$ cat src/rtl/aqim_pkg.sv
package aqim_pkg;

  localparam int FRAC_BITS = 4;
  localparam int SCALE     = 1 << FRAC_BITS;
  localparam int NUM_POLL  = 5;
  localparam int NUM_BP    = 8;
  localparam int NUM_SEG   = NUM_BP - 1;
  localparam int SEG_W     = 3;

  localparam int CONC_W = 12;
  localparam int CO_W   = 10;
  localparam int OUT_W  = 13;

  localparam int TOP_INDEX = 500;
  localparam int IDX_W     = $clog2(TOP_INDEX * SCALE + 1);

  // widest segment is 800 units, widest index step is 100 (< 2^7)
  localparam int DIFF_W  = 10;
  localparam int SPAN_W  = 7;
  localparam int NUM_W   = FRAC_BITS + SPAN_W + DIFF_W;
  localparam int QUO_W   = FRAC_BITS + SPAN_W;

  // reciprocal is floor(2^K / width); numerator stays below 2^K, so the
  // estimated quotient is short by at most one
  localparam int RECIP_K = NUM_W;
  localparam int RECIP_W = RECIP_K - 4;
  localparam int ONE_K   = 1 << RECIP_K;
  localparam int PROD_W  = NUM_W + RECIP_W;

  localparam int QUEUE_DEPTH = 4;
  localparam int QPTR_W      = $clog2(QUEUE_DEPTH);
  localparam int QCNT_W      = $clog2(QUEUE_DEPTH + 1);

  localparam logic [CONC_W-1:0] CONC_BP [NUM_POLL][NUM_BP] = '{
    '{12'd0, 12'd50, 12'd150, 12'd475, 12'd800, 12'd1600, 12'd2100, 12'd2620},
    '{12'd0, 12'd40, 12'd80,  12'd180, 12'd280, 12'd565,  12'd750,  12'd940},
    '{12'd0, 12'd50, 12'd150, 12'd250, 12'd350, 12'd420,  12'd500,  12'd600},
    '{12'd0, 12'd20, 12'd40,  12'd140, 12'd240, 12'd360,  12'd480,  12'd600},
    '{12'd0, 12'd35, 12'd75,  12'd115, 12'd150, 12'd250,  12'd350,  12'd500}
  };

  localparam logic [DIFF_W-1:0] SEG_DIV [NUM_POLL][NUM_SEG] = '{
    '{10'd50, 10'd100, 10'd325, 10'd325, 10'd800, 10'd500, 10'd520},
    '{10'd40, 10'd40,  10'd100, 10'd100, 10'd285, 10'd185, 10'd190},
    '{10'd50, 10'd100, 10'd100, 10'd100, 10'd70,  10'd80,  10'd100},
    '{10'd20, 10'd20,  10'd100, 10'd100, 10'd120, 10'd120, 10'd120},
    '{10'd35, 10'd40,  10'd40,  10'd35,  10'd100, 10'd100, 10'd150}
  };

  localparam logic [RECIP_W-1:0] SEG_RECIP [NUM_POLL][NUM_SEG] = '{
    '{RECIP_W'(ONE_K / 50),  RECIP_W'(ONE_K / 100), RECIP_W'(ONE_K / 325),
      RECIP_W'(ONE_K / 325), RECIP_W'(ONE_K / 800), RECIP_W'(ONE_K / 500),
      RECIP_W'(ONE_K / 520)},
    '{RECIP_W'(ONE_K / 40),  RECIP_W'(ONE_K / 40),  RECIP_W'(ONE_K / 100),
      RECIP_W'(ONE_K / 100), RECIP_W'(ONE_K / 285), RECIP_W'(ONE_K / 185),
      RECIP_W'(ONE_K / 190)},
    '{RECIP_W'(ONE_K / 50),  RECIP_W'(ONE_K / 100), RECIP_W'(ONE_K / 100),
      RECIP_W'(ONE_K / 100), RECIP_W'(ONE_K / 70),  RECIP_W'(ONE_K / 80),
      RECIP_W'(ONE_K / 100)},
    '{RECIP_W'(ONE_K / 20),  RECIP_W'(ONE_K / 20),  RECIP_W'(ONE_K / 100),
      RECIP_W'(ONE_K / 100), RECIP_W'(ONE_K / 120), RECIP_W'(ONE_K / 120),
      RECIP_W'(ONE_K / 120)},
    '{RECIP_W'(ONE_K / 35),  RECIP_W'(ONE_K / 40),  RECIP_W'(ONE_K / 40),
      RECIP_W'(ONE_K / 35),  RECIP_W'(ONE_K / 100), RECIP_W'(ONE_K / 100),
      RECIP_W'(ONE_K / 150)}
  };

  // index at the low end of each segment, and the index step across it
  localparam logic [8:0] IDX_LO [NUM_SEG] = '{
    9'd0, 9'd50, 9'd100, 9'd150, 9'd200, 9'd300, 9'd400
  };
  localparam logic [SPAN_W-1:0] SEG_SPAN [NUM_SEG] = '{
    7'd50, 7'd50, 7'd50, 7'd50, 7'd100, 7'd100, 7'd100
  };

  typedef struct packed {
    logic [IDX_W-1:0] base;
    logic [NUM_W-1:0] num;
    logic [SEG_W-1:0] seg;
  } lane_t;

  typedef struct packed {
    lane_t [NUM_POLL-1:0] lane;
    logic                 over;
  } work_t;

endpackage

$ cat src/rtl/aqim_front.sv
module aqim_front (
  input  logic [aqim_pkg::CONC_W-1:0] so2_ugm3_i,
  input  logic [aqim_pkg::CONC_W-1:0] no2_ugm3_i,
  input  logic [aqim_pkg::CONC_W-1:0] pm10_ugm3_i,
  input  logic [aqim_pkg::CO_W-1:0]   co_tenth_mgm3_i,
  input  logic [aqim_pkg::CONC_W-1:0] pm25_ugm3_i,
  output aqim_pkg::work_t             work_o
);

  logic [aqim_pkg::CONC_W-1:0] conc    [aqim_pkg::NUM_POLL];
  logic [aqim_pkg::SEG_W-1:0]  seg_idx [aqim_pkg::NUM_POLL];
  logic [aqim_pkg::DIFF_W-1:0] offs    [aqim_pkg::NUM_POLL];

  assign conc[0] = so2_ugm3_i;
  assign conc[1] = no2_ugm3_i;
  assign conc[2] = pm10_ugm3_i;
  assign conc[3] = aqim_pkg::CONC_W'(co_tenth_mgm3_i);
  assign conc[4] = pm25_ugm3_i;

  always_comb begin
    work_o = '0;
    for (int p = 0; p < aqim_pkg::NUM_POLL; p++) begin
      // lowest segment whose upper breakpoint still covers the sample
      seg_idx[p] = aqim_pkg::SEG_W'(aqim_pkg::NUM_SEG - 1);
      for (int k = aqim_pkg::NUM_SEG - 1; k >= 0; k--) begin
        if (conc[p] <= aqim_pkg::CONC_BP[p][k+1]) begin
          seg_idx[p] = aqim_pkg::SEG_W'(k);
        end
      end
      offs[p] = aqim_pkg::DIFF_W'(conc[p] - aqim_pkg::CONC_BP[p][seg_idx[p]]);

      if (conc[p] == '0) begin
        work_o.lane[p] = '0;
      end else if (conc[p] > aqim_pkg::CONC_BP[p][aqim_pkg::NUM_BP-1]) begin
        // saturate: base carries the full top index, nothing to interpolate
        work_o.lane[p].base = aqim_pkg::IDX_W'(aqim_pkg::TOP_INDEX * aqim_pkg::SCALE);
        work_o.lane[p].num  = '0;
        work_o.lane[p].seg  = '0;
        work_o.over         = 1'b1;
      end else begin
        work_o.lane[p].base =
          aqim_pkg::IDX_W'(aqim_pkg::IDX_LO[seg_idx[p]]) << aqim_pkg::FRAC_BITS;
        work_o.lane[p].num  =
          (aqim_pkg::NUM_W'(offs[p]) * aqim_pkg::NUM_W'(aqim_pkg::SEG_SPAN[seg_idx[p]]))
          << aqim_pkg::FRAC_BITS;
        work_o.lane[p].seg  = seg_idx[p];
      end
    end
  end

endmodule

$ cat config.mk
export PLATFORM = sky130hd
export DESIGN_NAME = aqim_front
export DESIGN_NICKNAME = d
export VERILOG_FILES = /design/src/rtl/aqim_pkg.sv /design/src/rtl/aqim_front.sv
export SDC_FILE = /design/constraint.sdc
export NUM_CORES = 1
export LEC_CHECK = 0
export BUFFER_PORTS_ARGS = -buffer_cell sky130_fd_sc_hd__buf_4
export CORE_ASPECT_RATIO = 0.6
export CORE_MARGIN = 4
export CORE_UTILIZATION = 45
export DETAILED_ROUTE_END_ITERATION = 7
export GPL_ROUTABILITY_DRIVEN = 0
export PLACE_DENSITY = 0.69
export SYNTH_ARGS = -nofsm -noshare
export SYNTH_HDL_FRONTEND = slang
export SYNTH_SLANG_ARGS = --single-unit
$ cat constraint.sdc
create_clock -name vclk -period 6.5
set_input_delay 0 -clock vclk [all_inputs]
set_output_delay 0 -clock vclk [all_outputs]
set_load 0.01 [all_outputs]
==> results.toml, run 1 <==
[run_status]
status = "completed"

[drt]
drt-pass1-iter-count = 5
vias_per_cell = 5.32
wl_per_cell_microns = 16.3
antenna_left = 0
drc_errors = 0
vias = 12700
wirelength_mm = 38.9
drtIter0Drc = 895

[placed_design]
placed_cell_area_sq_um = 15500
dpl.hpwl_mm = 31.5
port_buffers = 194

[die]
rows = 46
die_h_microns = 137
num_io_pins = 244
core-area_sq_um = 26900
dieArea_sq_um = 30600
die_w_microns = 223
start_util_pct = 46.6

[yosys]
synthCells = 1622
syn_area_per_cell_sq_um = 7.72
yosys_warnings = 0
syn_area_sq_um = 12500
synth_top_area_cell = "ha_1"
ys_top_cells_by_count = "271 x ha_1, 221 x inv_1, 187 x nor2_1"
synth_top_area_share_pct = 27.1
synth_most_common_cell = "ha_1"
ys_top_cells_by_area = "ha_1 27%, fa_1 19%, inv_1 6.6%, nor2_1 5.6%, nand2_1 3.7%"
seq_area_frac_synth_pct = 0
synthDistinctLibCells = 75

[setup_path]
cp_max_fo = 4
crit_end = "work_o[57]"
endpoint_kind = "primary output"
cp_common_cell = "buf_4"
slowest_delay_ps = 560
slowest_stage = "or4_4"
cp-start-kind = "input pin"
cp.required_ps = 6500
worstPathArrival_ps = 6460
critical_path.startpoint = "no2_ugm3_i[0]"
critical_path_class = "in2out"

[cells_and_area]
drive_above_1_share_pct = 32.2
nNetsFinal = 2471
seq_cells = 0
final_area_sq_um = 17000
area_growth_pct = 36.2
fill_cells = 2328
antenna_cells = 0
clock_buffers = 0
ff_latch_area_sq_um = 0

[global_routing]
grt_overflow_total = 0
antenna_found_initial = 0
grt_max_degree = 29
grt_use_total_pct = 22.9
grt_pass1_vias = 11600
grt_pass1_wl_mm = 59.2

[sta]
tns_ps = 0
hold_slack_ps = 403
finalHoldViolCount = 0
worstMarginPinSlew_ps = 789
period_needed_ps = 6460
grt_setup_unrepaired = "yes"
fin_crit_sh_pct = 99.3
fmax_ghz = 0.155
finalSetupViolCount = 0
drv_slew = 0
relSlewSlack_pct = 47.4

[clocking]
cts_hold_buf = 0

[min_path]
hold_class = "in2out"
hold_depth = 3

[job]
max-cap-violations = 0

[power]
ir_worst_vdd_uv = 534
p_leak_nw = 8.97
pwr_density_cell_nw_per_um2 = 474
-- placed cells by master (no fill, tap or decap), types with 11 or more instances in the layout --
cell	count
ha_4	27
conb_1	67
a21o_1	28
o211ai_1	11
a21oi_1	37
nand2b_1	33
ha_1	228
nor3_1	20
o21ai_0	57
o21a_1	32
fa_1	110
inv_1	216
and3_1	14
o21ai_1	11
xor2_1	35
nor2_1	163
nor2_2	21
nand2_1	117
xnor2_1	28
nand3_1	18
or2_2	15
a211oi_1	19
ha_2	16
and2_1	14
a21oi_2	26
buf_4	409
nor2b_1	12
-- critical path: cells and delay by family --
family / cells / cell delay, ps
buffers and inverters: 8 / 1040
XOR/XNOR: 1 / 140
AND/OR/NAND/NOR: 9 / 1680
adder cells (fa/ha/maj): 7 / 2190
AO/OA/AOI/OAI: 7 / 1420
-- cell type report --
class | count | area (sq um) | share of cell area (%)
Multi-Input combinational cell | 1379 | 12600 | 73.6
Timing Repair Buffer | 420 | 3200 | 18.8
Inverter | 223 | 850 | 4.98
Tap cell | 360 | 450 | 2.64
-- routing by layer --
metal / share of wire (%) / vias up / track usage [%] / wire length (microns)
met3: 5.6 / 52 / 1.81 / 2180
met2: 44 / 432 / 34.7 / 17200
met5: 0 / - / 0 / 0
met4: 2.0 / 0 / 3.04 / 784
met1: 48 / 5982 / 36.1 / 18700
li1: - / 6210 / - / -
-- worst min-delay path by stage --
stage                       start     endpoint
2_1_floorplan      so2_ugm3_i[11]   work_o[37]
3_3_place_gp   co_tenth_mgm3_i[9]  work_o[144]
3_5_place_dp   co_tenth_mgm3_i[9]  work_o[144]
4_1_cts        co_tenth_mgm3_i[9]  work_o[144]
5_1_grt        co_tenth_mgm3_i[9]  work_o[144]
6_report       co_tenth_mgm3_i[9]  work_o[144]
-- what timing repair did --
action / CTS / global route
endpoints found under the setup margin: 25 / 35
setup buffers: 24 / 21
gates resized for setup: 26 / 241
pin swaps: 11 / 120
-- kinds of logic (layout without fill, tap and decap cells) --
group,count (synthesis),count (layout),synth area share (%)
AND/OR/NAND/NOR,502,502,18.8
adder cells (fa/ha/maj),389,389,46.0
AO/OA/AOI/OAI,332,332,17.7
buffers and inverters,308,643,11.1
XOR/XNOR,78,78,5.46
multiplexers,11,11,0.910
other,2,67,0.0600
-- report_power, final --
part	total, mW	switching (mW)	internal (mW)
clock network	0	0	0
logic	8.08	4.09	3.99
registers	0	0	0
total	8.08	4.09	3.99
-- per-stage QoR --
stage	total power [mW]	utilization, %	instances	setup WS, ps
after floorplan	4.55	-	1687	29.1
after global placement	6.88	57.7	2340	-110
after detailed placement	7.02	57.7	2340	-286
after CTS	7.17	58.7	2364	0.396
after global routing	8.98	63.4	2382	-211
final	8.08	63.4	2382	44.6
(Power assumes the default switching activity.)
==> run 2: changes to the inputs <==
PLACE_DENSITY = 0.66   (was 0.69)
clock period = 6.9 ns   (was 6.5 ns; I/O delays follow)
==> run 2 against run 1 <==
  * Design area is 13% lower
  * Global-route usage shrank 1.1 points
  * Largest power group unchanged
  * Total power fell by 20%
  * Sequential cell count stayed put
  * Clock-buffer cell count is the same
  * Hold slack worse by 21 ps
  * Cell count down 6.8%
  * Sequential share of layout area stayed put
  * Largest cell class unchanged
  * Routed wire length fell by 10%
==> results.toml, run 2 (synthesis gave the netlist of run 1 again) <==
[job]
max-cap-violations = 0

[cells_and_area]
final_common_cell = "ha_1"
drive_above_1_share_pct = 18.2
layout_common_cells = "267 x ha_1, 256 x buf_4, 221 x inv_1"
final_util_pct = 55.2
clock_buffers = 0
ff_latch_area_sq_um = 0
nNetsFinal = 2307
area_growth_pct = 18.5
multi_input_area_sq_um = 11600
seq_cells = 0
fill_cells = 2612

[die]
die_h_microns = 137
start_util_pct = 46.6
core-area_sq_um = 26900
die_w_microns = 223
rows = 46
num_io_pins = 244
dieArea_sq_um = 30600

[min_path]
hp-start = "co_tenth_mgm3_i[0]"
hold_class = "in2out"

[power]
ir_worst_vdd_uv = 492
p_leak_nw = 8.07
fin_total_pwr_mw = 6.45
pwr_density_cell_nw_per_um2 = 435

[setup_path]
cp.required_ps = 6900
cp_max_fo = 6
slowest_delay_ps = 570
cp-start-kind = "input pin"
slowest_stage = "fa_1"
cp_common_cell = "fa_1"
endpoint_kind = "primary output"
worstPathArrival_ps = 6680
critical_path.startpoint = "pm25_ugm3_i[10]"
critical_path_class = "in2out"

[sta]
finalHoldViolCount = 0
relSlewSlack_pct = 50.9
finalSetupViolCount = 0
fmax_ghz = 0.150
fin_crit_sh_pct = 96.7
drv_slew = 0
worstMarginPinSlew_ps = 736
period_needed_ps = 6680

[clocking]
cts_hold_buf = 0

[global_routing]
antenna_found_initial = 4
grt_pass1_wl_mm = 56.5
grt_use_total_pct = 21.8
grt_pass1_vias = 11100
grt_overflow_total = 0
grt_max_degree = 29

[drt]
vias = 11800
drtIter0Drc = 720
wl_per_cell_microns = 15.8
antenna_left = 0
drc_errors = 0
wirelength_mm = 35.0
vias_per_cell = 5.30
drt-pass1-iter-count = 5

[run_status]
status = "completed"

[placed_design]
port_buffers = 194
dpl.hpwl_mm = 30.4
run 2: worst paths after layout:
kind                       to  slack, ps  depth (start not counted)
setup / recovery  work_o[171]        220                         30
hold / removal    work_o[120]        380                          3
run 2: per-stage QoR:
stage	instances	hold WS (ps)	TNS, ps	instance area (sq um)	setup slack [ps]
floorplan	1687	138	0	12800	390
global placement	2215	377	0	14600	147
detailed placement	2215	391	0	14600	104
CTS	2215	391	0	14600	48.2
global route	2221	416	-20.4	14800	-11.4
finish	2221	382	0	14800	225
run 2: report_power, final:
part | switching [mW] | internal, mW | total [mW] | leakage [nW]
Combinational | 3.48 | 2.97 | 6.45 | 8.07
Sequential | 0 | 0 | 0 | 0
Clock | 0 | 0.0000000583 | 0.0000000583 | 0.0000190
run 2: timing repair:
action                                  4_1_cts  5_1_grt
endpoints found under the setup margin        0       26
hold endpoints to repair                      0        0
buffers inserted                              0        3
gates resized for setup                       0       57
run 2: cell type report:
| class | instances | share of cell area, % |
|---|---|---|
| inverters | 223 | 5.65 |
| well taps | 360 | 3.04 |
| multi-input cells | 1379 | 78.3 |
| diodes | 3 | 0.0506 |
| repair buffers | 256 | 13.0 |
run 2: per-layer routing:
layer | wire length, microns | global-route usage (%) | part of all wire [%]
met3 | 1950 | 1.81 | 5.6
met2 | 14800 | 32.4 | 42
met1 | 17700 | 34.6 | 50
met5 | 13 | 0 | 0.037
met4 | 564 | 3.56 | 1.6
run 2: worst max-delay path: cells and delay by family:
kind                     cells  cell delay [ps]
adder cells (fa/ha/maj)      8             3040
AND/OR/NAND/NOR              9             1460
AO/OA/AOI/OAI                6             1100
buffers and inverters        5              660
XOR/XNOR                     2              410
==> run 3: changes to the inputs <==
clock period = 8.1 ns   (was 6.9 ns; I/O delays follow)
==> run 3 against run 2 <==
  * Core utilization shrank 2.4 points
  * Global-route usage shrank 0.49 points
  * Cell count shrank 2.5%
  * Largest cell class unchanged
  * Combinational power shrank 20%
  * Hold slack gained 6.5 ps
==> results.toml, run 3 (synthesis gave the netlist of run 1 again) <==
[cells_and_area]
layout_common_cells = "271 x ha_1, 221 x inv_1, 204 x buf_4"
seq_cells = 0
drive_above_1_share_pct = 13.5
multi_input_area_sq_um = 11400
ff_latch_area_sq_um = 0
fin_cells = 2166
clock_buffers = 0
fill_cells = 2604
final_common_cell = "ha_1"
antenna_cells = 0
area_growth_pct = 13.4
nNetsFinal = 2255

[die]
dieArea_sq_um = 30600
start_util_pct = 46.6
die_w_microns = 223
num_io_pins = 244
core-area_sq_um = 26900
die_h_microns = 137
rows = 46

[setup_path]
cp-start-kind = "input pin"
worstPathArrival_ps = 7550
slowest_stage = "or4_1"
cp_common_cell = "ha_1"
cp.required_ps = 8100
cp_max_fo = 29
critical_path_class = "in2out"
slowest_delay_ps = 530
endpoint_kind = "primary output"

[power]
pwr_density_cell_nw_per_um2 = 362
p_leak_nw = 7.77
ir_worst_vdd_uv = 308

[global_routing]
grt_pass1_vias = 11000
grt_overflow_total = 0
grt_use_total_pct = 21.3
antenna_found_initial = 1
grt_max_degree = 30
grt_pass1_wl_mm = 55.4

[min_path]
hold_class = "in2out"

[drt]
vias = 11500
drtIter0Drc = 749
wl_per_cell_microns = 15.5
wirelength_mm = 33.6
antenna_left = 0
drt-pass1-iter-count = 5
vias_per_cell = 5.31
drc_errors = 0

[run_status]
status = "completed"

[placed_design]
dpl.cell_count = 2166
dpl.hpwl_mm = 29.5
port_buffers = 194

[sta]
fin_crit_sh_pct = 93.2
finalSetupViolCount = 0
tns_ps = 0
finalHoldViolCount = 0
fmax_ghz = 0.132
worstMarginPinSlew_ps = 980
grt_setup_unrepaired = "no"
period_needed_ps = 7550
drv_slew = 0
relSlewSlack_pct = 34.1

[job]
max-cap-violations = 0

[clocking]
cts_hold_buf = 0
## run 3: worst paths after layout
| path | start | endpoint | cells past startpoint |
|---|---|---|---|
| setup / recovery | no2_ugm3_i[0] | work_o[61] | 30 |
| hold / removal | co_tenth_mgm3_i[0] | work_o[120] | 3 |
## run 3: timing repair
item,CTS,global route
resized for setup,0,1
buffers inserted,0,0
setup endpoints to repair,0,2
## run 3: layout make-up
class,count,share of cell area [%]
multi-input cells,1379,80.1
well taps,360,3.17
inverters,223,5.90
repair buffers,204,10.8
## run 3: power breakdown
part / switching, mW / internal [mW] / total, mW
clock: 0 / 0 / 0
combinational: 2.83 / 2.31 / 5.14
sequential: 0 / 0 / 0
total: 2.83 / 2.31 / 5.14
## run 3: per-stage QoR
step	power, mW	hold slack (ps)	utilization, %	cell area (sq um)	setup slack, ps
after floorplan	3.65	138	-	12800	1590
after global placement	5.03	377	52.8	14200	681
after detailed placement	5.09	387	52.8	14200	497
after CTS	5.16	390	52.8	14200	492
after global routing	5.84	418	52.8	14200	40.2
final	5.14	389	52.8	14200	552
## run 3: metal layers
| layer | part of all wire (%) | track usage (%) |
|---|---|---|
| met1 | 52 | 33.7 |
| met2 | 41 | 32.2 |
| met3 | 5.5 | 2.34 |
| met4 | 1.2 | 1.92 |
| met5 | 0.060 | 0 |
## run 3: worst max-delay path, delay by kind of cell
| kind | cells | cell delay (ps) |
|---|---|---|
| xor gates and xnor gates | 2 | 410 |
| buffers and inverters | 6 | 930 |
| adders and majority gates | 7 | 2650 |
| AOI/OAI and AO/OA | 10 | 2400 |
| and+or+nand+nor | 5 | 1140 |
