<file path="config.mk">
export PLATFORM = sky130hd
export DESIGN_NAME = aqim_queue
export DESIGN_NICKNAME = d
export VERILOG_FILES = /design/src/rtl/aqim_pkg.sv /design/src/rtl/aqim_queue.sv
export SDC_FILE = /design/constraint.sdc
export NUM_CORES = 1
export LEC_CHECK = 0
export BUFFER_PORTS_ARGS = -buffer_cell sky130_fd_sc_hd__buf_2
export CAP_MARGIN = 10
export CORE_AREA = 2 2 305 307
export DETAILED_ROUTE_END_ITERATION = 10
export DIE_AREA = 0 0 307 309
export PLACE_DENSITY = 0.47
export SLEW_MARGIN = 25
export SYNTH_ARGS = -nofsm -noshare
export SYNTH_HDL_FRONTEND = slang
export SYNTH_SLANG_ARGS = --single-unit
</file>
<file path="constraint.sdc">
create_clock -name clk_i -period 11 [get_ports clk_i]
set_input_delay 0.55 -clock clk_i [delete_from_list [all_inputs] [get_ports clk_i]]
set_output_delay 0.55 -clock clk_i [all_outputs]
set_load 0.05 [all_outputs]
</file>
<file path="src/rtl/aqim_pkg.sv">
package aqim_pkg;

  localparam int FRAC_BITS = 4;
  localparam int SCALE     = 1 << FRAC_BITS;
  localparam int NUM_POLL  = 5;
  localparam int NUM_BP    = 8;
  localparam int NUM_SEG   = NUM_BP - 1;
  localparam int SEG_W     = 3;

  localparam int CONC_W = 12;
  localparam int CO_W   = 10;
  localparam int OUT_W  = 13;

  localparam int TOP_INDEX = 500;
  localparam int IDX_W     = $clog2(TOP_INDEX * SCALE + 1);

  // widest segment is 800 units, widest index step is 100 (< 2^7)
  localparam int DIFF_W  = 10;
  localparam int SPAN_W  = 7;
  localparam int NUM_W   = FRAC_BITS + SPAN_W + DIFF_W;
  localparam int QUO_W   = FRAC_BITS + SPAN_W;

  // reciprocal is floor(2^K / width); numerator stays below 2^K, so the
  // estimated quotient is short by at most one
  localparam int RECIP_K = NUM_W;
  localparam int RECIP_W = RECIP_K - 4;
  localparam int ONE_K   = 1 << RECIP_K;
  localparam int PROD_W  = NUM_W + RECIP_W;

  localparam int QUEUE_DEPTH = 4;
  localparam int QPTR_W      = $clog2(QUEUE_DEPTH);
  localparam int QCNT_W      = $clog2(QUEUE_DEPTH + 1);

  localparam logic [CONC_W-1:0] CONC_BP [NUM_POLL][NUM_BP] = '{
    '{12'd0, 12'd50, 12'd150, 12'd475, 12'd800, 12'd1600, 12'd2100, 12'd2620},
    '{12'd0, 12'd40, 12'd80,  12'd180, 12'd280, 12'd565,  12'd750,  12'd940},
    '{12'd0, 12'd50, 12'd150, 12'd250, 12'd350, 12'd420,  12'd500,  12'd600},
    '{12'd0, 12'd20, 12'd40,  12'd140, 12'd240, 12'd360,  12'd480,  12'd600},
    '{12'd0, 12'd35, 12'd75,  12'd115, 12'd150, 12'd250,  12'd350,  12'd500}
  };

  localparam logic [DIFF_W-1:0] SEG_DIV [NUM_POLL][NUM_SEG] = '{
    '{10'd50, 10'd100, 10'd325, 10'd325, 10'd800, 10'd500, 10'd520},
    '{10'd40, 10'd40,  10'd100, 10'd100, 10'd285, 10'd185, 10'd190},
    '{10'd50, 10'd100, 10'd100, 10'd100, 10'd70,  10'd80,  10'd100},
    '{10'd20, 10'd20,  10'd100, 10'd100, 10'd120, 10'd120, 10'd120},
    '{10'd35, 10'd40,  10'd40,  10'd35,  10'd100, 10'd100, 10'd150}
  };

  localparam logic [RECIP_W-1:0] SEG_RECIP [NUM_POLL][NUM_SEG] = '{
    '{RECIP_W'(ONE_K / 50),  RECIP_W'(ONE_K / 100), RECIP_W'(ONE_K / 325),
      RECIP_W'(ONE_K / 325), RECIP_W'(ONE_K / 800), RECIP_W'(ONE_K / 500),
      RECIP_W'(ONE_K / 520)},
    '{RECIP_W'(ONE_K / 40),  RECIP_W'(ONE_K / 40),  RECIP_W'(ONE_K / 100),
      RECIP_W'(ONE_K / 100), RECIP_W'(ONE_K / 285), RECIP_W'(ONE_K / 185),
      RECIP_W'(ONE_K / 190)},
    '{RECIP_W'(ONE_K / 50),  RECIP_W'(ONE_K / 100), RECIP_W'(ONE_K / 100),
      RECIP_W'(ONE_K / 100), RECIP_W'(ONE_K / 70),  RECIP_W'(ONE_K / 80),
      RECIP_W'(ONE_K / 100)},
    '{RECIP_W'(ONE_K / 20),  RECIP_W'(ONE_K / 20),  RECIP_W'(ONE_K / 100),
      RECIP_W'(ONE_K / 100), RECIP_W'(ONE_K / 120), RECIP_W'(ONE_K / 120),
      RECIP_W'(ONE_K / 120)},
    '{RECIP_W'(ONE_K / 35),  RECIP_W'(ONE_K / 40),  RECIP_W'(ONE_K / 40),
      RECIP_W'(ONE_K / 35),  RECIP_W'(ONE_K / 100), RECIP_W'(ONE_K / 100),
      RECIP_W'(ONE_K / 150)}
  };

  // index at the low end of each segment, and the index step across it
  localparam logic [8:0] IDX_LO [NUM_SEG] = '{
    9'd0, 9'd50, 9'd100, 9'd150, 9'd200, 9'd300, 9'd400
  };
  localparam logic [SPAN_W-1:0] SEG_SPAN [NUM_SEG] = '{
    7'd50, 7'd50, 7'd50, 7'd50, 7'd100, 7'd100, 7'd100
  };

  typedef struct packed {
    logic [IDX_W-1:0] base;
    logic [NUM_W-1:0] num;
    logic [SEG_W-1:0] seg;
  } lane_t;

  typedef struct packed {
    lane_t [NUM_POLL-1:0] lane;
    logic                 over;
  } work_t;

endpackage

</file>
<file path="src/rtl/aqim_queue.sv">
module aqim_queue (
  input  logic            clk_i,
  input  logic            rst_ni,
  input  logic            push_i,
  input  aqim_pkg::work_t push_word_i,
  output logic            full_o,
  input  logic            pop_i,
  output logic            valid_o,
  output aqim_pkg::work_t pop_word_o
);

  aqim_pkg::work_t             mem [aqim_pkg::QUEUE_DEPTH];
  logic [aqim_pkg::QPTR_W-1:0] wr_ptr_q, wr_ptr_d;
  logic [aqim_pkg::QPTR_W-1:0] rd_ptr_q, rd_ptr_d;
  logic [aqim_pkg::QCNT_W-1:0] count_q, count_d;
  logic                        do_push, do_pop;

  assign full_o     = (count_q == aqim_pkg::QCNT_W'(aqim_pkg::QUEUE_DEPTH));
  assign valid_o    = (count_q != '0);
  assign pop_word_o = mem[rd_ptr_q];
  assign do_push    = push_i && !full_o;
  assign do_pop     = pop_i && valid_o;

  always_comb begin
    wr_ptr_d = do_push ? wr_ptr_q + 1'b1 : wr_ptr_q;
    rd_ptr_d = do_pop  ? rd_ptr_q + 1'b1 : rd_ptr_q;
    count_d  = count_q;
    if (do_push && !do_pop) begin
      count_d = count_q + 1'b1;
    end else if (do_pop && !do_push) begin
      count_d = count_q - 1'b1;
    end
  end

  always_ff @(posedge clk_i or negedge rst_ni) begin
    if (!rst_ni) begin
      wr_ptr_q <= '0;
      rd_ptr_q <= '0;
      count_q  <= '0;
    end else begin
      wr_ptr_q <= wr_ptr_d;
      rd_ptr_q <= rd_ptr_d;
      count_q  <= count_d;
    end
  end

  always_ff @(posedge clk_i) begin
    if (do_push) begin
      mem[wr_ptr_q] <= push_word_i;
    end
  end

endmodule

</file>
==> metrics.md, run 1 <==
| Metric | Value |
|---|---|
| Portion of total power attributed to combinational logic | `37.5%` |
| Signed area change from the synthesized netlist to the final layout | `21.8%` |
| Internal power of the cells | `6.51 mW` |
| Upper clock frequency limit | `234 MHz` |
| Synthesized netlist net count | `1,203` |
| Post-synthesis cell type with the largest combined area | `sky130_fd_sc_hd__edfxtp_1` |
| Max rail drop VDD | `0.000184 V` |
| DRC violations left | `0` |
| Total wire length after detailed routing | `about 59 mm` |
| Share of power burned in the clock network | `about a quarter` |
| Post-synthesis cell count | `1,007` |
| GRT Residual Overflow | `0` |
| Vias in the first global route | `12,900` |
| Final setup violating endpoints | `0` |
| Cell types occupying the most area after synthesis | `sky130_fd_sc_hd__edfxtp_1, sky130_fd_sc_hd__mux4_2, sky130_fd_sc_hd__dfrtp_1, sky130_fd_sc_hd__buf_6, sky130_fd_sc_hd__buf_2` |
| Result of the run | `finished clean` |
| Clock tree from TritonCTS | `built` |
| Final design area excluding fillers | `around 33,000 sq um` |
| Count of yosys warnings during synthesis | `0` |
| Antenna-violating nets left | `0` |
| Total clock buffers created by CTS | `83` |
| Sequential share of power | `37.1%` |
| Initial antenna violation count | `14` |
| Vert. Die Dim | `309 um` |
| GP Congestion | `between 0.7 and 0.8` |
| Ranking of synthesized cells by instance count | `sky130_fd_sc_hd__edfxtp_1, sky130_fd_sc_hd__mux4_2, sky130_fd_sc_hd__buf_2` |
| Count of port buffers added during placement | `377` |
| Max Buffers Root-to-Sink | `3` |
| Avg Synthesized Cell Area | `~27 sq um` |
| Largest stage delay on the critical path | `0.78 ns` |
| DIE WIDTH | `about 300 um` |
| WS Path Type | `flip-flop to primary output` |
| Switching Share | `38.6%` |
| Fraction of registers with async set/reset | `0.932%` |
| Average wire per standard cell | `21.7 um` |
| Cell with the most instances on the worst path | `sky130_fd_sc_hd__buf_4` |
| Critical Path Sink Type | `primary output` |
| Post-place setup slack | `7.14 ns` |
| Initial DRT Pass Iterations | `6` |
| Cell Area, Placed | `30,500 sq um` |
| Dpl hpwl | `34.2 mm` |
| Most used flip-flop cell after synthesis | `sky130_fd_sc_hd__edfxtp_1` |
| Most instantiated library cell after synthesis | `sky130_fd_sc_hd__edfxtp_1` |
| Synthesized flop and latch total | `about 750` |
| Final worst clock skew | `0.0154 ns` |
| Number of maximum-capacitance violations | `0` |
| Final Hold Slack | `0.136 ns` |
| Type of origin of the critical path | `flip-flop` |
| Post-route worst setup slack | `about 6.7 ns` |
| Number of hold-repair buffers added at the cts stage | `1` |
| Clock H-tree levels | `3` |
| Post-synth EDFFs | `~740` |
| Global-route wire length before repair | `85.2 mm` |
| Area share of the largest cell type after synthesis | `between 80% and 90%` |
| CTS clk-pin slew, worst paths | `0.06 ns` |
| Share of synthesized area occupied by flip-flops and latches | `82.7%` |
| Clock sink count | `between 700 and 800` |
| Critical-path maximum fanout | `51` |
| Via total after detailed routing | `12,200` |
| Static leakage | `~11 nW` |
| Unrepaired setup endpoints after global routing | `false` |
| Worst rel slew slack | `34.1%` |
| Initial DRC Count | `about 620` |
| Count of buffers added by post-CTS timing repair for setup | `0` |
| Endpoints failing hold | `0` |
| # IOs | `between 300 and 400` |
| Number of distinct library cells after synthesis | `19` |
| Clock latency of the later-clocked register in the worst-skew pair | `between 0.6 and 0.7 ns` |
| CP Data Required Time | `between 10 and 15 ns` |
| Worst-margin pin slew | `between 0.9 and 1 ns` |
| Fraction of layout cells with a size suffix above 1 | `roughly 46%` |
| Vias per cell | `roughly 4.5` |
| Post-synthesis instance area | `27,200 sq um` |
| Final period util | `38.8%` |
| Power density of the placed cells | `320 nW/um^2` |
| Clock period minus final worst setup slack | `around 4.3 ns` |
| Maximum number of pins on one net before global-route repair | `94` |
| Net Switching | `4.09 mW` |
| GRT Overall Usage | `12.1%` |
| Endpoint arrival time on the critical path | `3.72 ns` |
| Setup TNS Final | `0 ns` |
| Layout Nets | `1,642` |
| Tightest Hold Check Type | `input pin to flip-flop` |
| Total die area | `between 90,000 and 100,000 sq um` |
| Site row count | `roughly 110` |
| Final Max Tran Viols | `0` |
| Placeable core region | `just over 90,000 sq um` |
| Cell-by-cell trace of the critical path | `buf_4 -> buf_4 -> mux4_2 -> buf_2` |
| CTS Root Cell | `sky130_fd_sc_hd__clkbuf_16` |
| Starting utilization of the core area | `between 20% and 30%` |
| Slowest-stage cell, CP | `sky130_fd_sc_hd__buf_4` |
| Resized cells post-CTS | `0` |
==> cell families after synthesis <==
logic type    count (synthesis)  synth area share [%]
fa+ha+maj                     6                 0.303
xor+xnor                      6                 0.193
flops                       751                  82.7
simple gates                 10                 0.211
mux                         188                  15.5
buf+inv                      46                  1.15
==> routing by layer <==
metal / wire (um) / track usage, %
met5: 172 / 0
met4: 1340 / 4.21
met3: 4470 / 4.41
met2: 28800 / 19.9
met1: 23800 / 14.8
==> per-stage QoR <==
step	power, mW	utilization (%)	instances
after floorplan	7.15	-	1007
after global placement	8.05	33.3	2545
after detailed placement	8.07	33.3	2545
after CTS	10.8	36.3	2694
after global routing	11.1	36.3	2695
final	10.6	36.3	2696
==> state kept, by name, summed over array words and instances (netlist names) <==
name	flops
rd_ptr_q	2
count_q	3
mem	744
wr_ptr_q	2
==> critical path, delay by kind of cell, from the launching register on <==
kind,cells,cell delay (ns)
mux,1,0.46
flops,1,0.76
buf+inv,3,1.75
==> cell type report <==
type | count | area (sq um)
fillers | 8440 | 58200
flip-flops and latches | 751 | 22500
multi-input cells | 210 | 4410
clock buffers | 102 | 2210
repair buffers | 397 | 2080
well taps | 1186 | 1480
clock inverters | 46 | 444
inverters | 3 | 11.3
diodes | 1 | 2.50
==> final timing paths <==
path	start	to	slack (ns)	depth (start not counted)
hold reg to reg	count_q[2]	count_q[2]	0.48	1
max in group asynchronous	rst_ni	rd_ptr_q[0]	10.49	2
setup / recovery	rd_ptr_q[1]	pop_word_o[111]	6.73	4
hold / removal	push_word_i[85]	mem[0][85]	0.14	1
setup reg to reg	count_q[2]	mem[0][75]	7.35	5
min in group asynchronous	rst_ni	rd_ptr_q[1]	0.31	2
==> layout by cell type, fill, tap and decap left out, types with 5 or more instances in the layout <==
cell type                   Yosys  routed
sky130_fd_sc_hd__ha_1           5       5
sky130_fd_sc_hd__buf_2         22     377
sky130_fd_sc_hd__clkbuf_16      0      86
sky130_fd_sc_hd__clkinv_2       0      11
sky130_fd_sc_hd__buf_4          0      16
sky130_fd_sc_hd__dfrtp_1        7       5
sky130_fd_sc_hd__edfxtp_1     744     744
sky130_fd_sc_hd__clkinv_1       0      21
sky130_fd_sc_hd__mux4_2       186     186
sky130_fd_sc_hd__clkbuf_1       6      16
sky130_fd_sc_hd__bufinv_16      0       8
==> power by group through the flow <==
| stage | Sequential [mW] | Combinational (mW) | Clock, mW |
|---|---|---|---|
| final | 3.93 | 3.97 | 2.70 |
| after detailed placement | 4.00 | 4.07 | 0 |
| after global routing | 3.98 | 4.19 | 2.91 |
| after floorplan | 4.02 | 3.13 | 0 |
| after CTS | 3.95 | 4.08 | 2.79 |
| after global placement | 3.98 | 4.07 | 0 |
Note: power is estimated with default switching activity, not from simulation.
==> inputs of run 2 (changes only) <==
--- a/config.mk
+++ b/config.mk
@@ -10,7 +10,7 @@
 export CORE_AREA = 2 2 305 307
 export DETAILED_ROUTE_END_ITERATION = 10
 export DIE_AREA = 0 0 307 309
-export PLACE_DENSITY = 0.47
+export PLACE_DENSITY = 0.49
 export SLEW_MARGIN = 25
 export SYNTH_ARGS = -nofsm -noshare
 export SYNTH_HDL_FRONTEND = slang
==> constraint.sdc (replaced) <==
create_clock -name clk_i -period 3.6 [get_ports clk_i]
set_input_delay 0.18 -clock clk_i [delete_from_list [all_inputs] [get_ports clk_i]]
set_output_delay 0.18 -clock clk_i [all_outputs]
set_load 0.05 [all_outputs]
==> metrics.md, run 2 (synthesized netlist as in run 1, its figures left out) <==
| Metric | Value |
|---|---|
| Type of origin of the critical path | `flip-flop` |
| # IOs | `378` |
| Vias per cell | `4.45` |
| Post-route worst setup slack | `0.537 ns` |
| Clock period minus final worst setup slack | `3.06 ns` |
| Wire length on met3 | `between 3 and 4 mm` |
| Number of placed instances with taps included | `2,566` |
| Clock sink count | `751` |
| Result of the run | `finished clean` |
| Amount of wire on met2 after detailed routing | `29.5 mm` |
| Clock latency of the later-clocked register in the worst-skew pair | `approximately 0.63 ns` |
| Sequential share of power | `36.0%` |
| CP Data Required Time | `around 3.4 ns` |
| Endpoints failing hold | `0` |
| WL met1 | `approximately 26 mm` |
| Number of standard cells in the final layout excluding fillers | `2,909` |
| Critical Path Sink Type | `primary output` |
| Via total after detailed routing | `~13,000` |
| Worst-margin pin slew | `0.705 ns` |
| Average wire per standard cell | `~21 um` |
| Largest registers in the final layout | `mem x744, count_q x3` |
| Static leakage | `12.1 nW` |
| Clock tree from TritonCTS | `built` |
| Final Max Tran Viols | `0` |
| Site row count | `between 100 and 150` |
| Commonest non-fill, non-tap cell in the layout | `sky130_fd_sc_hd__edfxtp_1` |
| GP Congestion | `0.720` |
| Maximum number of pins on one net before global-route repair | `96` |
| Critical-path maximum fanout | `28` |
| Unrepaired setup endpoints after global routing | `false` |
| Total die area | `about 95,000 sq um` |
| Tightest Hold Check Type | `input pin to flip-flop` |
| Max Buffers Root-to-Sink | `3` |
| Final design area excluding fillers | `about 36,000 sq um` |
| Net Switching | `12.7 mW` |
| Worst rel slew slack | `53.0%` |
| CTS clk-pin slew, worst paths | `0.06 ns` |
| Initial antenna violation count | `6` |
| Total clock buffers created by CTS | `between 80 and 90` |
| Final Hold Slack | `0.0628 ns` |
| Initial DRC Count | `787` |
| Final period util | `85.1%` |
| Share of power burned in the clock network | `25.8%` |
| Hold path start | `push_i` |
| Endpoint arrival time on the critical path | `2.88 ns` |
| Fraction of layout cells with a size suffix above 1 | `42.3%` |
| DIE WIDTH | `between 300 and 400 um` |
| CTS Root Cell | `sky130_fd_sc_hd__clkbuf_16` |
| Initial DRT Pass Iterations | `4` |
| Number of maximum-capacitance violations | `0` |
| Dpl hpwl | `36.4 mm` |
| Internal power of the cells | `about 20 mW` |
| Max rail drop VDD | `just over 0.0006 V` |
| Crit Reg-Reg Startpoint | `count_q[2]` |
| Commonest cells after routing, fill and taps aside | `sky130_fd_sc_hd__edfxtp_1, sky130_fd_sc_hd__buf_2, sky130_fd_sc_hd__dlygate4sd3_1` |
| Vert. Die Dim | `a little over 300 um` |
| Signed area change from the synthesized netlist to the final layout | `30.5%` |
| Vias in the first global route | `14,300` |
| Post-layout utilization of the core | `38.9%` |
| Number of filler instances in the final layout | `8,287` |
| Power density of the placed cells | `935 nW/um^2` |
| Topmost layer with routed signal wires | `met5` |
| Starting utilization of the core area | `29.8%` |
| Post-place setup slack | `1.07 ns` |
| Critical path origin | `rd_ptr_q[0]` |
| Resized cells post-CTS | `0` |
| Global-route wire length before repair | `88.9 mm` |
| Final setup violating endpoints | `0` |
| Cell Area, Placed | `between 30,000 and 40,000 sq um` |
| Total wire length after detailed routing | `between 60 and 70 mm` |
| Portion of total power attributed to combinational logic | `a little under two fifths` |
| Register containing the most flip-flops in the final layout | `mem` |
| DRC violations left | `0` |
| Layout Nets | `1,850` |
| Count of port buffers added during placement | `377` |
| Clock H-tree levels | `3` |
| WS Path Type | `flip-flop to primary output` |
| Antenna-violating nets left | `0` |
| Upper clock frequency limit | `326 MHz` |
| Placeable core region | `91,400 sq um` |
| Switching Share | `about two fifths` |
| GRT Residual Overflow | `0` |
| Number of flip-flops under the largest register name | `744` |
| Final worst clock skew | `0.0311 ns` |
| GRT Overall Usage | `12.6%` |
run 2: changes by cell type in the layout (fill, tap and decap cells not counted), sizes merged:
| cell | before | now |
|---|---|---|
| inv | 7 | 5 |
| clkinvlp | 1 | 8 |
| bufinv | 8 | 12 |
| diode | 1 | 2 |
| dlygate4sd3 | 1 | 189 |
| clkinv | 33 | 25 |
| clkbuf | 102 | 105 |
| buf | 396 | 416 |
run 2: per-stage QoR:
step           TNS, ns  power [mW]
6_report             0        33.2
5_1_grt              0        34.7
4_1_cts              0        33.9
3_5_place_dp         0        25.0
3_3_place_gp         0        24.9
2_1_floorplan  -109.81        21.7
run 2: worst max-delay path, stage by stage, from the launching register on:
cell and delay (ns):
sky130_fd_sc_hd__dfrtp_4 0.86, sky130_fd_sc_hd__buf_4 0.55, sky130_fd_sc_hd__mux4_2 0.58, sky130_fd_sc_hd__buf_2 0.23
run 2: layout make-up:
type / instances / area, sq um / share of cell area [%]
clock inverters: 47 / 543 / 1.53
multi-input cells: 210 / 4410 / 12.4
repair buffers: 605 / 4320 / 12.2
flip-flops and latches: 751 / 22500 / 63.4
well taps: 1186 / 1480 / 4.17
clock buffers: 105 / 2240 / 6.31
diodes: 2 / 5.00 / 0.0141
inverters: 3 / 11.3 / 0.0317
run 2: power groups by stage:
stage / clock network [mW] / registers [mW] / logic (mW)
detailed placement: 0 / 12.2 / 12.8
global placement: 0 / 12.1 / 12.8
floorplan: 0 / 12.1 / 9.56
CTS: 8.89 / 12.0 / 13.0
global route: 9.19 / 12.1 / 13.4
finish: 8.59 / 12.0 / 12.7
run 2: final timing paths:
check | slack [ns] | depth (start not counted) | endpoint
worst min-delay path | 0.06 | 3 | wr_ptr_q[0]
worst max register to register | 1.19 | 4 | mem[2][89]
min in group asynchronous | 0.54 | 3 | rd_ptr_q[1]
worst max-delay path | 0.54 | 3 | pop_word_o[130]
worst min register to register | 0.50 | 1 | count_q[2]
max in group asynchronous | 2.78 | 3 | rd_ptr_q[0]
run 2: repair_timing:
item                                   CTS  global route
endpoints found under the hold margin  753             0
buffers inserted                         0             0
hold buffers                           189             0
run 2: per-layer routing:
metal,vias to the layer above,GRT usage (%)
met3,97,3.83
met5,-,0
met4,8,3.80
li1,5694,-
met2,341,20.9
met1,6818,16.0
